## config.mk

```make
export PLATFORM = sky130hd
export DESIGN_NAME = idle_power_limit_controller
export DESIGN_NICKNAME = d
export VERILOG_FILES = /design/src/rtl/ipl_pkg.sv /design/src/rtl/ipl_window.sv /design/src/rtl/ipl_median.sv /design/src/rtl/idle_power_limit_controller.sv
export SDC_FILE = /design/constraint.sdc
export NUM_CORES = 1
export LEC_CHECK = 0
export BUFFER_PORTS_ARGS = -buffer_cell sky130_fd_sc_hd__buf_2
export CAP_MARGIN = 5
export CORE_MARGIN = 2
export CORE_UTILIZATION = 50
export DETAILED_ROUTE_END_ITERATION = 10
export PLACE_DENSITY = 0.77
export SLEW_MARGIN = 25
export SYNTH_ARGS = -nofsm -noshare
export SYNTH_HDL_FRONTEND = slang
export SYNTH_SLANG_ARGS = --single-unit
```

## constraint.sdc

```tcl
create_clock -name clk -period 24.1 [get_ports clk]
set_input_delay 1.205 -clock clk [delete_from_list [all_inputs] [get_ports clk]]
set_output_delay 1.205 -clock clk [all_outputs]
set_load 0.02 [all_outputs]
```

## src/rtl/ipl_pkg.sv

```systemverilog
package ipl_pkg;

  // Fixed field widths
  localparam int unsigned PCT_W = 7;
  localparam int unsigned MS_W  = 32;
  localparam int unsigned SEC_W = 16;
  localparam int unsigned THR_W = 27;

  // Arithmetic constants
  localparam logic [9:0]       MS_PER_S     = 10'd1000;
  localparam logic [PCT_W-1:0] FULL_PERCENT = 7'd100;

  // Configuration register indexes
  localparam logic [2:0] REG_ENABLE    = 3'd0;
  localparam logic [2:0] REG_TIMEOUT   = 3'd1;
  localparam logic [2:0] REG_HYST      = 3'd2;
  localparam logic [2:0] REG_LOW_THR   = 3'd3;
  localparam logic [2:0] REG_HIGH_THR  = 3'd4;
  localparam logic [2:0] REG_REDUCED   = 3'd5;

  // Top-level sequencer states
  typedef enum logic [2:0] {
    C_IDLE,
    C_CHECK,
    C_MEDIAN,
    C_HIGH,
    C_DONE
  } ctl_state_t;

  // Median selector states
  typedef enum logic {
    M_IDLE,
    M_SCAN
  } med_state_t;

  // Status returned by the median selector
  typedef struct packed {
    logic             done;
    logic [PCT_W-1:0] median;
  } med_sts_t;

endpackage

```

## src/rtl/ipl_window.sv

```systemverilog
module ipl_window import ipl_pkg::*; #(
  parameter int unsigned DEPTH = 8,
  localparam int unsigned AW = $clog2(DEPTH)
) (
  input  logic             clk,
  input  logic             wr_en,
  input  logic [AW-1:0]    wr_addr,
  input  logic [PCT_W-1:0] wr_data,
  input  logic [AW-1:0]    rd_addr,
  output logic [PCT_W-1:0] rd_data
);

  logic [PCT_W-1:0] mem [DEPTH];

  // Sample store with one write port and one registered read port.
  always_ff @(posedge clk) begin
    if (wr_en) begin
      mem[wr_addr] <= wr_data;
    end
    rd_data <= mem[rd_addr];
  end

endmodule

```

## src/rtl/ipl_median.sv

```systemverilog
module ipl_median import ipl_pkg::*; #(
  parameter int unsigned DEPTH = 8,
  localparam int unsigned AW = $clog2(DEPTH),
  localparam int unsigned CW = $clog2(DEPTH + 1)
) (
  input  logic             clk,
  input  logic             rst_n,
  input  logic             start,
  input  logic [CW-1:0]    count,
  output logic [AW-1:0]    rd_addr,
  input  logic [PCT_W-1:0] rd_data,
  output med_sts_t         sts
);

  med_state_t       state_r, state_nxt;
  logic [CW-1:0]    idx_r, idx_nxt;
  logic [CW-1:0]    cnt_r, cnt_nxt;
  logic [CW-1:0]    rank_r, rank_nxt;
  logic [CW-1:0]    count_r, count_nxt;
  logic [PCT_W-1:0] prefix_r, prefix_nxt;
  logic [2:0]       bit_r, bit_nxt;
  logic             rdv_r, rdv_nxt;
  logic             done_r, done_nxt;
  logic [7:0]       mask8;
  logic             hit;
  logic [CW-1:0]    cnt_sum;

  // Compare unit: does the returned sample match the prefix above the
  // current bit and hold a zero in that bit?
  assign mask8   = 8'hFF << ({1'b0, bit_r} + 4'd1);
  assign hit     = rdv_r && (((rd_data ^ prefix_r) & mask8[PCT_W-1:0]) == '0)
                   && !rd_data[bit_r];
  assign cnt_sum = cnt_r + CW'(hit);

  assign rd_addr    = idx_r[AW-1:0];
  assign sts.done   = done_r;
  assign sts.median = prefix_r;

  // Bitwise rank selection: one pass over the window for each result bit,
  // from the top bit down.
  always_comb begin
    state_nxt  = state_r;
    idx_nxt    = idx_r;
    cnt_nxt    = cnt_r;
    rank_nxt   = rank_r;
    count_nxt  = count_r;
    prefix_nxt = prefix_r;
    bit_nxt    = bit_r;
    rdv_nxt    = 1'b0;
    done_nxt   = 1'b0;
    case (state_r)
      M_IDLE: begin
        if (start) begin
          count_nxt  = count;
          rank_nxt   = count >> 1;
          prefix_nxt = '0;
          bit_nxt    = 3'(PCT_W - 1);
          idx_nxt    = '0;
          cnt_nxt    = '0;
          state_nxt  = M_SCAN;
        end
      end
      M_SCAN: begin
        cnt_nxt = cnt_sum;
        if (idx_r < count_r) begin
          rdv_nxt = 1'b1;
          idx_nxt = idx_r + 1'b1;
        end
        // The last sample of the pass is in; settle this bit.
        if (idx_r == count_r && rdv_r) begin
          if (rank_r >= cnt_sum) begin
            prefix_nxt[bit_r] = 1'b1;
            rank_nxt          = rank_r - cnt_sum;
          end
          cnt_nxt = '0;
          idx_nxt = '0;
          if (bit_r == 3'd0) begin
            done_nxt  = 1'b1;
            state_nxt = M_IDLE;
          end else begin
            bit_nxt = bit_r - 3'd1;
          end
        end
      end
      default: begin
        state_nxt = M_IDLE;
      end
    endcase
  end

  always_ff @(posedge clk) begin
    if (!rst_n) begin
      state_r <= M_IDLE;
      rdv_r   <= 1'b0;
      done_r  <= 1'b0;
      idx_r   <= '0;
      cnt_r   <= '0;
    end else begin
      state_r <= state_nxt;
      rdv_r   <= rdv_nxt;
      done_r  <= done_nxt;
      idx_r   <= idx_nxt;
      cnt_r   <= cnt_nxt;
    end
    rank_r   <= rank_nxt;
    count_r  <= count_nxt;
    prefix_r <= prefix_nxt;
    bit_r    <= bit_nxt;
  end

endmodule

```

## src/rtl/idle_power_limit_controller.sv

```systemverilog
// Idle power limit controller. Each input request carries the user idle time
// in milliseconds and, when in_tuser is high, one CPU load sample. An item
// passes the check and done states when it brings no sample or the block is
// disabled, and the high-median check too when its sample leaves an odd fill
// count. When its sample leaves an even fill count, the median is first
// recomputed by the median selector, which makes one pass over the window
// memory per result bit with one registered read a cycle. The result waits in
// an output register, so the next request is taken while it is still pending.
// The window needs no clearing after reset: only written entries are read.
module idle_power_limit_controller import ipl_pkg::*; #(
  parameter int unsigned WINDOW_DEPTH = 8
) (
  input  logic        clk,
  input  logic        rst_n,
  // Input request
  input  logic        in_tvalid,
  output logic        in_tready,
  input  logic [39:0] in_tdata,   // idle_ms[31:0], load_percent[38:32], zero pad
  input  logic        in_tuser,   // sample_valid
  // Result request
  output logic        out_tvalid,
  input  logic        out_tready,
  output logic [23:0] out_tdata,  // limit_event[0], release_event[1], limited[2],
                                  // median_now[9:3], max_percent_cmd[16:10], zero pad
  // Configuration writes
  input  logic        cfg_wen,
  input  logic [2:0]  cfg_index,
  input  logic [15:0] cfg_wdata
);

  localparam int unsigned AW = $clog2(WINDOW_DEPTH);
  localparam int unsigned CW = $clog2(WINDOW_DEPTH + 1);

  // Configuration registers
  logic             enable_r;
  logic [SEC_W-1:0] timeout_r;
  logic [SEC_W-1:0] hyst_r;
  logic [PCT_W-1:0] low_thr_r;
  logic [PCT_W-1:0] high_thr_r;
  logic [PCT_W-1:0] reduced_r;

  ctl_state_t       state_r, state_nxt;
  logic [MS_W-1:0]  idle_ms_r, idle_ms_nxt;
  logic             svalid_r, svalid_nxt;
  logic [PCT_W-1:0] load_r, load_nxt;
  logic             limit_r, limit_nxt;
  logic [PCT_W-1:0] median_r, median_nxt;
  logic [CW-1:0]    fill_r, fill_nxt;
  logic [AW-1:0]    oldest_r, oldest_nxt;
  logic             lim_ev_r, lim_ev_nxt;
  logic             rel_ev_r, rel_ev_nxt;
  logic             out_valid_r, out_valid_nxt;
  logic [23:0]      out_data_r, out_data_nxt;

  logic             full;
  logic [CW-1:0]    fill_new;
  logic             wr_en;
  logic [AW-1:0]    wr_addr;
  logic             med_start;
  logic [AW-1:0]    rd_addr;
  logic [PCT_W-1:0] rd_data;
  med_sts_t         med_sts;
  logic [SEC_W-1:0] bound;
  logic [THR_W-1:0] apply_ms;
  logic [THR_W-1:0] release_ms;
  logic             idle_over;
  logic             idle_under;
  logic [PCT_W-1:0] max_pct;

  // Configuration port
  always_ff @(posedge clk) begin
    if (!rst_n) begin
      enable_r   <= 1'b0;
      timeout_r  <= 16'd300;
      hyst_r     <= 16'd10;
      low_thr_r  <= 7'd10;
      high_thr_r <= 7'd50;
      reduced_r  <= 7'd50;
    end else if (cfg_wen) begin
      case (cfg_index)
        REG_ENABLE:   enable_r   <= cfg_wdata[0];
        REG_TIMEOUT:  timeout_r  <= cfg_wdata;
        REG_HYST:     hyst_r     <= cfg_wdata;
        REG_LOW_THR:  low_thr_r  <= cfg_wdata[PCT_W-1:0];
        REG_HIGH_THR: high_thr_r <= cfg_wdata[PCT_W-1:0];
        REG_REDUCED:  reduced_r  <= cfg_wdata[PCT_W-1:0];
        default: ;
      endcase
    end
  end

  // Idle tests in milliseconds: whole seconds above the timeout means at
  // least (timeout + 1) * 1000 ms, and below the release bound means fewer
  // than bound * 1000 ms. The bound saturates at zero.
  assign bound      = (timeout_r >= hyst_r) ? (timeout_r - hyst_r) : '0;
  assign apply_ms   = (THR_W'(timeout_r) + THR_W'(1)) * THR_W'(MS_PER_S);
  assign release_ms = THR_W'(bound) * THR_W'(MS_PER_S);
  assign idle_over  = idle_ms_r >= MS_W'(apply_ms);
  assign idle_under = idle_ms_r < MS_W'(release_ms);

  // Window bookkeeping
  assign full     = (fill_r == CW'(WINDOW_DEPTH));
  assign fill_new = full ? fill_r : (fill_r + 1'b1);
  assign wr_addr  = full ? oldest_r : fill_r[AW-1:0];

  assign max_pct = limit_r ? reduced_r : FULL_PERCENT;

  assign in_tready  = (state_r == C_IDLE);
  assign out_tvalid = out_valid_r;
  assign out_tdata  = out_data_r;

  // Sequencer: next state and datapath updates
  always_comb begin
    state_nxt     = state_r;
    idle_ms_nxt   = idle_ms_r;
    svalid_nxt    = svalid_r;
    load_nxt      = load_r;
    limit_nxt     = limit_r;
    median_nxt    = median_r;
    fill_nxt      = fill_r;
    oldest_nxt    = oldest_r;
    lim_ev_nxt    = lim_ev_r;
    rel_ev_nxt    = rel_ev_r;
    out_valid_nxt = out_valid_r;
    out_data_nxt  = out_data_r;
    wr_en         = 1'b0;
    med_start     = 1'b0;

    if (out_valid_r && out_tready) begin
      out_valid_nxt = 1'b0;
    end

    case (state_r)
      C_IDLE: begin
        if (in_tvalid) begin
          idle_ms_nxt = in_tdata[31:0];
          load_nxt    = in_tdata[38:32];
          svalid_nxt  = in_tuser;
          lim_ev_nxt  = 1'b0;
          rel_ev_nxt  = 1'b0;
          state_nxt   = C_CHECK;
        end
      end
      C_CHECK: begin
        state_nxt = C_DONE;
        if (enable_r) begin
          if (idle_over) begin
            if (!limit_r && median_r < low_thr_r) begin
              limit_nxt  = 1'b1;
              lim_ev_nxt = 1'b1;
            end
          end else if (limit_r && idle_under) begin
            limit_nxt  = 1'b0;
            rel_ev_nxt = 1'b1;
          end
          // Push the sample; once full, overwrite the oldest slot.
          if (svalid_r) begin
            wr_en    = 1'b1;
            fill_nxt = fill_new;
            if (full) begin
              oldest_nxt = (oldest_r == AW'(WINDOW_DEPTH - 1)) ? '0 : (oldest_r + 1'b1);
            end
            if (!fill_new[0]) begin
              med_start = 1'b1;
              state_nxt = C_MEDIAN;
            end else begin
              state_nxt = C_HIGH;
            end
          end
        end
      end
      C_MEDIAN: begin
        if (med_sts.done) begin
          median_nxt = med_sts.median;
          state_nxt  = C_HIGH;
        end
      end
      C_HIGH: begin
        if (limit_r && median_r > high_thr_r) begin
          limit_nxt  = 1'b0;
          rel_ev_nxt = 1'b1;
        end
        state_nxt = C_DONE;
      end
      C_DONE: begin
        if (!out_valid_r || out_tready) begin
          out_valid_nxt = 1'b1;
          out_data_nxt  = {7'd0, max_pct, median_r, limit_r, rel_ev_r, lim_ev_r};
          state_nxt     = C_IDLE;
        end
      end
      default: begin
        state_nxt = C_IDLE;
      end
    endcase
  end

  always_ff @(posedge clk) begin
    if (!rst_n) begin
      state_r     <= C_IDLE;
      limit_r     <= 1'b0;
      median_r    <= '0;
      fill_r      <= '0;
      oldest_r    <= '0;
      out_valid_r <= 1'b0;
      lim_ev_r    <= 1'b0;
      rel_ev_r    <= 1'b0;
    end else begin
      state_r     <= state_nxt;
      limit_r     <= limit_nxt;
      median_r    <= median_nxt;
      fill_r      <= fill_nxt;
      oldest_r    <= oldest_nxt;
      out_valid_r <= out_valid_nxt;
      lim_ev_r    <= lim_ev_nxt;
      rel_ev_r    <= rel_ev_nxt;
    end
    idle_ms_r  <= idle_ms_nxt;
    svalid_r   <= svalid_nxt;
    load_r     <= load_nxt;
    out_data_r <= out_data_nxt;
  end

  ipl_window #(
    .DEPTH (WINDOW_DEPTH)
  ) u_window (
    .clk     (clk),
    .wr_en   (wr_en),
    .wr_addr (wr_addr),
    .wr_data (load_r),
    .rd_addr (rd_addr),
    .rd_data (rd_data)
  );

  ipl_median #(
    .DEPTH (WINDOW_DEPTH)
  ) u_median (
    .clk     (clk),
    .rst_n   (rst_n),
    .start   (med_start),
    .count   (fill_new),
    .rd_addr (rd_addr),
    .rd_data (rd_data),
    .sts     (med_sts)
  );

endmodule

```

==> Yosys cells after proc, flatten, opt, wreduce, memory -nomap -nowiden <==
Memory sizes are Yosys's and may differ from the RTL's. A register that Yosys moved wholly into a read port is not among the register bits.
Index checks and enable logic that the tools add are counted.
{ "totals": {"register_bits": 161, "ram_bits": 56, "input_bits": 65, "output_inout_bits": 26, "word_cells": 188, "mem_count": 1} }
{ "op_classes": {"n_addsub": 9, "n_mul": 2, "magnitude_cmp": 9, "n_eq_ne": 28, "shift": 1, "mux": 66, "bitwise_logic": 4, "n_reduce_logical": 40} }
{ "mem_list": {"columns": ["name", "depth", "word_bits", "read_ports", "rd_clocked_by_memory_dff", "write_ports", "line_no", "source"], "rows": [
  ["u_window.mem", 8, 7, 1, 1, 1, "ipl_window.sv:13", "logic [PCT_W-1:0] mem [DEPTH];"]
]} }
{ "op_table": {"columns": ["operator", "count"], "rows": [
  [">= comparator 32 x 27 -> 1 bit", 1],
  ["< comparator 32 x 26 -> 1 bit", 1],
  ["2-to-1 mux 1 bit", 32],
  ["2-to-1 mux 4 bit", 8],
  ["2-to-1 mux 3 bit", 10],
  ["multiplier 17 x 7 -> 24 bit (second input constant)", 1],
  ["!= test 2 bit (second input constant)", 12],
  ["one-hot mux 4 bit (2 select lines)", 3],
  ["AND reduction 2 bit", 12],
  ["multiplier 16 x 7 -> 23 bit (second input constant)", 1],
  ["2-to-1 mux 7 bit", 3],
  ["adder 16 x 1 -> 17 bit (second input constant)", 1],
  [">= comparator 16 bit", 1],
  ["2-to-1 mux 16 bit", 1],
  ["subtractor 16 bit", 1],
  ["one-hot mux 3 bit (5 select lines)", 1],
  ["AND reduction 3 bit", 5],
  ["one-hot mux 7 bit (2 select lines)", 1],
  ["equality test 3 x 2 -> 1 bit (second input constant)", 4],
  ["equality test 3 bit (second input constant)", 4],
  ["AND reduction 5 bit", 2],
  ["zero test 3 bit", 3],
  ["!= test 3 bit (second input constant)", 3],
  ["adder 4 x 1 -> 4 bit (second input constant)", 2],
  ["33 further kinds", 46]
]} }

==> Longest topological paths before layout <==
Gate-level depths: netlist of run 1.
{ "depth": {"ltp_word": 11, "mapped_depth": 36} }

==> Modules after synthesis <==
Synthesis of run 1 repeated with hierarchy kept, for this count alone.
{ "hier_totals": {"cells_unflattened": 1573, "hier_area_um2": 16542.1} }
{ "by_module_without_submodules": {"columns": ["mod", "instances", "cells_each", "area_per_inst_um2"], "rows": [
  ["idle_power_limit_controller", 1, 1298, 12409.4],
  ["ipl_window", 1, 101, 2366.0],
  ["ipl_median", 1, 174, 1766.7]
]} }

==> Worst setup path before layout of run 1 <==
OpenSTA, ideal clock, no wires.
{ "synth_path": {"path_kind": "register to register", "startpoint": "register timeout_r[0]", "endpoint": "register rel_ev_r", "setup_ns": 0.116, "arrival_time_ns": 8.247, "required_time_ns": 23.984, "slack_ns": 15.737, "stages_incl_launch_ff": 34, "path_buffers": 2, "period_less_slack_ns": 8.363, "cell_sequence": "dfxtp_1 > clkbuf_1 > inv_1 > ha_1 > fa_1 > nand2b_1 > a21oi_1 > a41o_1 > a211oi_1 > o21ai_2 > clkbuf_1 > o311ai_0 > fa_1 > fa_1 > fa_1 > fa_1 > inv_1 > ha_1 > a21o_1 > a21o_1 > or3_1 > o21ai_2 > o21ai_2 > o41ai_4 > mux2i_1 > a2111oi_2 > ha_1 > a211oi_1 > nand2_1 > nor2_1 > a2111oi_0 > nand2_1 > a31o_2 > a31o_2"} }
{ "synth_between": {"elab_chain_cells": 7} }
{ "synth_lines": {"columns": ["item", "line_no", "source"], "rows": [
  ["start: declaration", "idle_power_limit_controller.sv:36", "logic [SEC_W-1:0] timeout_r;"],
  ["start signal: assignment", "idle_power_limit_controller.sv:82", "REG_TIMEOUT: timeout_r <= cfg_wdata;"],
  ["subtractor 16 bit or >= comparator 16 bit (tied branches)", "idle_power_limit_controller.sv:95", "assign bound = (timeout_r >= hyst_r) ? (timeout_r - hyst_r) : '0;"],
  ["2-to-1 mux 16 bit", "idle_power_limit_controller.sv:95", null],
  ["multiplier 16 x 7 -> 23 bit", "idle_power_limit_controller.sv:97", "assign release_ms = THR_W'(bound) * THR_W'(MS_PER_S);"],
  ["< comparator 32 x 26 -> 1 bit", "idle_power_limit_controller.sv:99", "assign idle_under = idle_ms_r < MS_W'(release_ms);"],
  ["logical AND 1 bit", "idle_power_limit_controller.sv:152", "end else if (limit_r && idle_under) begin"],
  ["!= test 2 bit (no line)", null, null],
  ["AND reduction 6 bit (no line) (*)", null, null],
  ["end signal: assignment", "idle_power_limit_controller.sv:216", "rel_ev_r <= rel_ev_nxt;"],
  ["end: declaration", "idle_power_limit_controller.sv:51", "logic rel_ev_r, rel_ev_nxt;"]
]} }
Every way passes the cells marked *; elsewhere a longest branch is shown, timed or not.
A chain may end at the register's enable or synchronous reset.

==> Worst setup path in the final report of run 1 <==
Same ends and word-level chain as after synthesis.

==> flow_summary.yaml, run 1 <==
floorplanning:
  die_height_um: 186
  core_area_sq_um: 32600
  die_w_um: 186
  ios: 91
  std_cell_rows: 66
  die-area_sq_um: 34800
  initial_utilization_pct: 51.0
global_routing:
  grt_pass1_vias: 11900
  grt_start_max_net_pins: 71
  antenna_found_initial: 0
  globalRouteOverflowTotal: 0
  grt_pass1_wl_um: 57400
  grt_use_total_pct: 20.2
layout:
  final_cell_mix: "ha_1, inv_1, nand2_1"
  syn2layout_area_growth_pct: 10.0
  nFillCells: 2732
  ff_latch_area_sq_um: 5800
  drive_gt1_share_pct: 10.1
  antenna_cells: 0
  final_cells: 2132
  final_common_cell: "ha_1"
  nets: 2050
  multi_input_area_sq_um: 9970
synth:
  yosysWarningCount: 0
  synth_area_per_cell_sq_um: 10.5
  synth_top_family_by_area: "adder cells"
  synth-main-ff-cell: "edfxtp_1"
  synth-xor-area-share_pct: 4.10
  syn-instance-count: 1592
  synth_cell_types: 67
  ys_ff_latch: 224
  synth_top_area_share_pct: 23.6
  synth-simple-area-share_pct: 11.8
  synthTopCellsByArea: "edfxtp_1, ha_1, fa_1"
  synthAdderAreaFrac_pct: 28.7
  synth_top_area_cell: "edfxtp_1"
  netlist_area_sq_um: 16600
  seq_area_frac_synth_pct: 34.8
  synth-edff-count: 131
  synth_compound_area_share_pct: 11.3
  synthMuxAreaShare_pct: 3.65
  ys_async_sr_fraction_pct: 0
timing:
  max_freq_ghz: 0.106
  hold_slack_ns: 0.433
  skew_ns: 0.0148
  fin_crit_ns: 9.40
  min_period_over_period_pct: 39.0
  final.setup.tns_ns: 0
  tightest_slew_ns: 0.992
  rsz0062_at_grt: "no"
  drv_slew: 0
  setup_viol: 0
  final_hold_viol_count: 0
  relSlewSlack_pct: 33.3
worst_setup_path:
  crit_fanout: 19
  crit_arrival_ns: 9.89
  startpoint_type: "register"
  worstSetupEndpointType: "register"
  worstPathRequired_ns: 24.59
  worst-setup-path-type: "reg2reg"
  cp_common_cell: "fa_1"
  crit_path_max_incr_delay_ns: 0.77
  crit_slowest_cell: "nor4_1"
cts:
  post_cts_resized: 0
  cts_htree_levels: 1
  clockBufferDepth: 3
  cts_hold_buffers: 0
  cts_root_buf: "clkbuf_16"
  cts.sinks: 224
  tritoncts: "yes"
  cts_buffers: 25
  path_clk_slew_ns: 0.06
  insertion_delay_ns: 0.54
  post_cts_buffers: 0
detailed_routing:
  drc: 0
  vias_per_cell: 5.44
  dr.pass1.iters: 5
  vias: 11600
  antenna_left: 0
  drt-initial-drc-count: 590
  routed_wirelength_um: 34800
  wl_per_cell_um: 16.3
placed_design:
  dp_hpwl_um: 27500
  gp_congestion: 0.895
  dp.cells: 2086
  portBuffers: 82
power:
  total_power_mw: 1.75
  peakVddDrop_v: 0.0000748
  p_per_area_nw_per_um2: 95.8
  p_leak_nw: 7.93
job:
  cap_viol_max_count: 0
hold_path:
  hold_class: "reg2reg"
outcome:
  status: "completed"
==> synthesized netlist by cell type (4+ instances only) <==
library cell	n
a2111oi_0	4
a211o_1	4
a211oi_1	13
a21boi_0	30
a21o_1	28
a21oi_1	76
a31o_2	5
a31oi_1	8
and2_1	17
and3_1	10
buf_4	7
clkbuf_1	30
dfxtp_1	93
edfxtp_1	131
fa_1	113
ha_1	201
inv_1	198
mux2_2	9
mux2i_1	19
mux4_2	14
nand2_1	156
nand2b_1	14
nand3_1	37
nand4_1	18
nor2_1	70
nor2b_1	36
nor3_1	20
nor3b_1	7
o211ai_1	16
o21a_1	17
o21ai_0	42
o21bai_1	5
o31a_1	4
or2_2	7
or3_1	10
xnor2_1	46
xor2_1	32
==> metrics by stage <==
step | worst slack [ns] | utilization [%] | area, sq um
after detailed placement | 14.81 | 53.6 | 17500
final | 14.70 | 56.1 | 18300
after CTS | 14.76 | 56.1 | 18300
after global routing | 14.24 | 56.1 | 18300
after floorplan | 15.74 | - | 16700
after global placement | 14.91 | 53.6 | 17500
==> critical path: cells and delay by family (launching register included) <==
family | cells | cell delay, ns
adders and majority gates | 8 | 3.42
AOI/OAI and AO/OA | 14 | 3.30
and+or+nand+nor | 5 | 1.50
DFF | 1 | 0.49
buffers and inverters | 3 | 0.48
muxes | 1 | 0.14
==> where the power goes <==
group	switching [mW]	total, mW	internal [mW]
sequential	0.00844	0.424	0.415
combinational	0.544	0.961	0.417
clock	0.155	0.368	0.213
==> routing by layer <==
| metal | vias up | global-route usage [%] | routed length [um] |
|---|---|---|---|
| met1 | 5599 | 25.6 | 14900 |
| met4 | 0 | 7.08 | 1100 |
| met2 | 251 | 35.5 | 17200 |
| met3 | 68 | 2.43 | 1540 |
| met5 | - | 0 | 0 |
| li1 | 5676 | - | - |
==> cell families (layout without fill, tap and decap cells) <==
| logic type | after synthesis | after routing |
|---|---|---|
| buffers and inverters | 240 | 332 |
| flip-flops | 224 | 224 |
| other | 1 | 7 |
| XOR/XNOR | 78 | 78 |
| adder cells (fa/ha/maj) | 314 | 314 |
| AO/OA/AOI/OAI | 281 | 281 |
| multiplexers | 42 | 42 |
| AND/OR/NAND/NOR | 412 | 412 |
==> cell type report <==
type                    instances  area share [%]
multi-input cells            1134            54.4
flip-flops and latches        224            31.7
inverters                     199            4.08
clock buffers                  33            3.75
well taps                     442            3.02
repair buffers                 87            2.45
clock inverters                13           0.601
==> path summary, 6_finish.rpt <==
check	start	to	slack (ns)	depth (start not counted)
max	timeout_r[0]	rel_ev_r	14.70	31
min	lim_ev_r	out_tdata[0]	0.43	0
max reg2reg	timeout_r[0]	rel_ev_r	14.70	31
min reg2reg	lim_ev_r	out_tdata[0]	0.43	0
==> state kept, by name, indices dropped and copies added, names as in the netlist, 16 cells and up <==
register	cells
hyst_r	16
out_tdata	17
timeout_r	16
idle_ms_r	32
u_window.mem	56
(Power assumes the default switching activity.)
==> inputs of run 2 (changes only) <==
--- a/config.mk
+++ b/config.mk
@@ -10,7 +10,7 @@
 export CORE_MARGIN = 2
 export CORE_UTILIZATION = 50
 export DETAILED_ROUTE_END_ITERATION = 10
-export PLACE_DENSITY = 0.77
+export PLACE_DENSITY = 0.8
 export SLEW_MARGIN = 25
 export SYNTH_ARGS = -nofsm -noshare
 export SYNTH_HDL_FRONTEND = slang
==> constraint.sdc (replaced) <==
create_clock -name clk -period 8.2 [get_ports clk]
set_input_delay 0.41 -clock clk [delete_from_list [all_inputs] [get_ports clk]]
set_output_delay 0.41 -clock clk [all_outputs]
set_load 0.02 [all_outputs]
==> flow_summary.yaml, run 2 (synthesized netlist as in run 1, its figures left out) <==
outcome:
  status: "completed"
global_routing:
  grt_use_total_pct: 21.2
  globalRouteOverflowTotal: 0
  grt_pass1_vias: 12200
  grt_pass1_wl_um: 60200
  antenna_found_initial: 0
  grt_start_max_net_pins: 71
power:
  power.share.switching_pct: 40.7
  clkPwrFrac_pct: 21.0
  combPwrFrac_pct: 55.7
  p_switching_mw: 2.18
  p_per_area_nw_per_um2: 287
  p_leak_nw: 8.11
  pwr-share-seq_pct: 23.2
  intPower_mw: 3.18
  peakVddDrop_v: 0.000282
  total_power_mw: 5.36
detailed_routing:
  dr.pass1.iters: 5
  drt-initial-drc-count: 780
  vias_per_cell: 5.54
  wl_per_cell_um: 16.8
  drc: 0
  routed_wirelength_um: 36300
  antenna_left: 0
  vias: 12000
timing:
  final.setup.tns_ns: 0
  relSlewSlack_pct: 34.6
  setup_viol: 0
  fin_crit_ns: 7.87
  max_freq_ghz: 0.127
  drv_slew: 0
  min_period_over_period_pct: 95.9
  final_hold_viol_count: 0
  skew_ns: 0.0147
  tightest_slew_ns: 0.975
worst_setup_path:
  crit_fanout: 5
  cp_common_cell: "fa_1"
  worstPathRequired_ns: 8.69
  worst-setup-path-type: "reg2reg"
  startpoint_type: "register"
  worstSetupEndpointType: "register"
  crit_path_max_incr_delay_ns: 0.56
  crit_slowest_cell: "fa_1"
  crit_arrival_ns: 8.35
placed_design:
  gp_congestion: 0.956
  portBuffers: 82
  dp_hpwl_um: 28300
hold_path:
  hold_class: "in2reg"
cts:
  cts_htree_levels: 1
  insertion_delay_ns: 0.54
  path_clk_slew_ns: 0.06
  clockBufferDepth: 3
  tritoncts: "yes"
  cts_buffers: 25
  cts.sinks: 224
  cts_root_buf: "clkbuf_16"
layout:
  nets: 2078
  syn2layout_area_growth_pct: 12.2
  largest_register: "u_window.mem"
  antenna_cells: 0
  drive_gt1_share_pct: 13.2
  final_common_cell: "ha_1"
  largest_reg_flops: 56
  post-route-util_pct: 57.2
  final_cell_mix: "ha_1, inv_1, nand2_1"
job:
  cap_viol_max_count: 0
floorplanning:
  die_height_um: 186
  die-area_sq_um: 34800
  ios: 91
  initial_utilization_pct: 51.0
  std_cell_rows: 66
  core_area_sq_um: 32600
  die_w_um: 186
-- run 2: final timing paths --
path | startpoint | to | slack, ns | cells after the start
worst max-delay path | timeout_r[0] | rel_ev_r | 0.33 | 31
worst min-delay path | in_tdata[34] | load_r[2] | 0.04 | 1
worst max register to register | timeout_r[0] | rel_ev_r | 0.33 | 31
worst min register to register | lim_ev_r | out_tdata[0] | 0.46 | 0
-- run 2: cell type report --
| class | count | area (sq um) |
|---|---|---|
| Fill cell | 2645 | 14000 |
| Sequential cell | 224 | 5800 |
| Clock inverter | 14 | 151 |
| Clock buffer | 32 | 692 |
| Multi-Input combinational cell | 1134 | 10100 |
| Timing Repair Buffer | 115 | 662 |
| Inverter | 199 | 747 |
| Tap cell | 442 | 553 |
-- run 2: metal layers --
metal / vias up / global-route usage (%) / share of wire, %
met5: - / 0 / 0
met4: 0 / 9.02 / 4.5
met3: 96 / 2.82 / 5.5
met2: 336 / 36.6 / 49
met1: 5814 / 26.7 / 41
li1: 5726 / - / -
-- run 2: power groups by stage --
stage	sequential (mW)	clock, mW	combinational [mW]
finish	1.25	1.13	2.99
global route	1.25	1.19	3.44
CTS	1.24	1.15	2.92
detailed placement	1.27	0	2.89
global placement	1.27	0	2.76
floorplan	1.26	0	2.19
-- run 2: repair_timing --
item,4_1_cts,5_1_grt
gates cloned,0,1
hold buffers,0,0
gates resized for setup,2,30
pin swaps,0,13
endpoints found under the setup margin,2,2
buffers inserted,0,3
-- run 2: per-stage QoR --
stage / setup WS (ns) / instance area (sq um) / instances / hold slack (ns)
2_1_floorplan: 0.0362 / 16700 / 1598 / 0.408
3_3_place_gp: 0.0469 / 17700 / 2110 / 0.423
3_5_place_dp: -0.121 / 17700 / 2110 / 0.426
4_1_cts: 0.0462 / 18500 / 2156 / 0.0148
5_1_grt: -0.0230 / 18700 / 2160 / 0.0110
6_report: 0.335 / 18700 / 2160 / 0.0363
-- run 2: critical path: cells and delay by family (launching register included) --
kind / cells / cell delay, ns
AO/OA/AOI/OAI: 12 / 2.16
XOR/XNOR: 1 / 0.37
adder cells (fa/ha/maj): 8 / 3.13
buffers and inverters: 3 / 0.27
flip-flops: 1 / 0.34
multiplexers: 1 / 0.16
AND/OR/NAND/NOR: 6 / 1.33
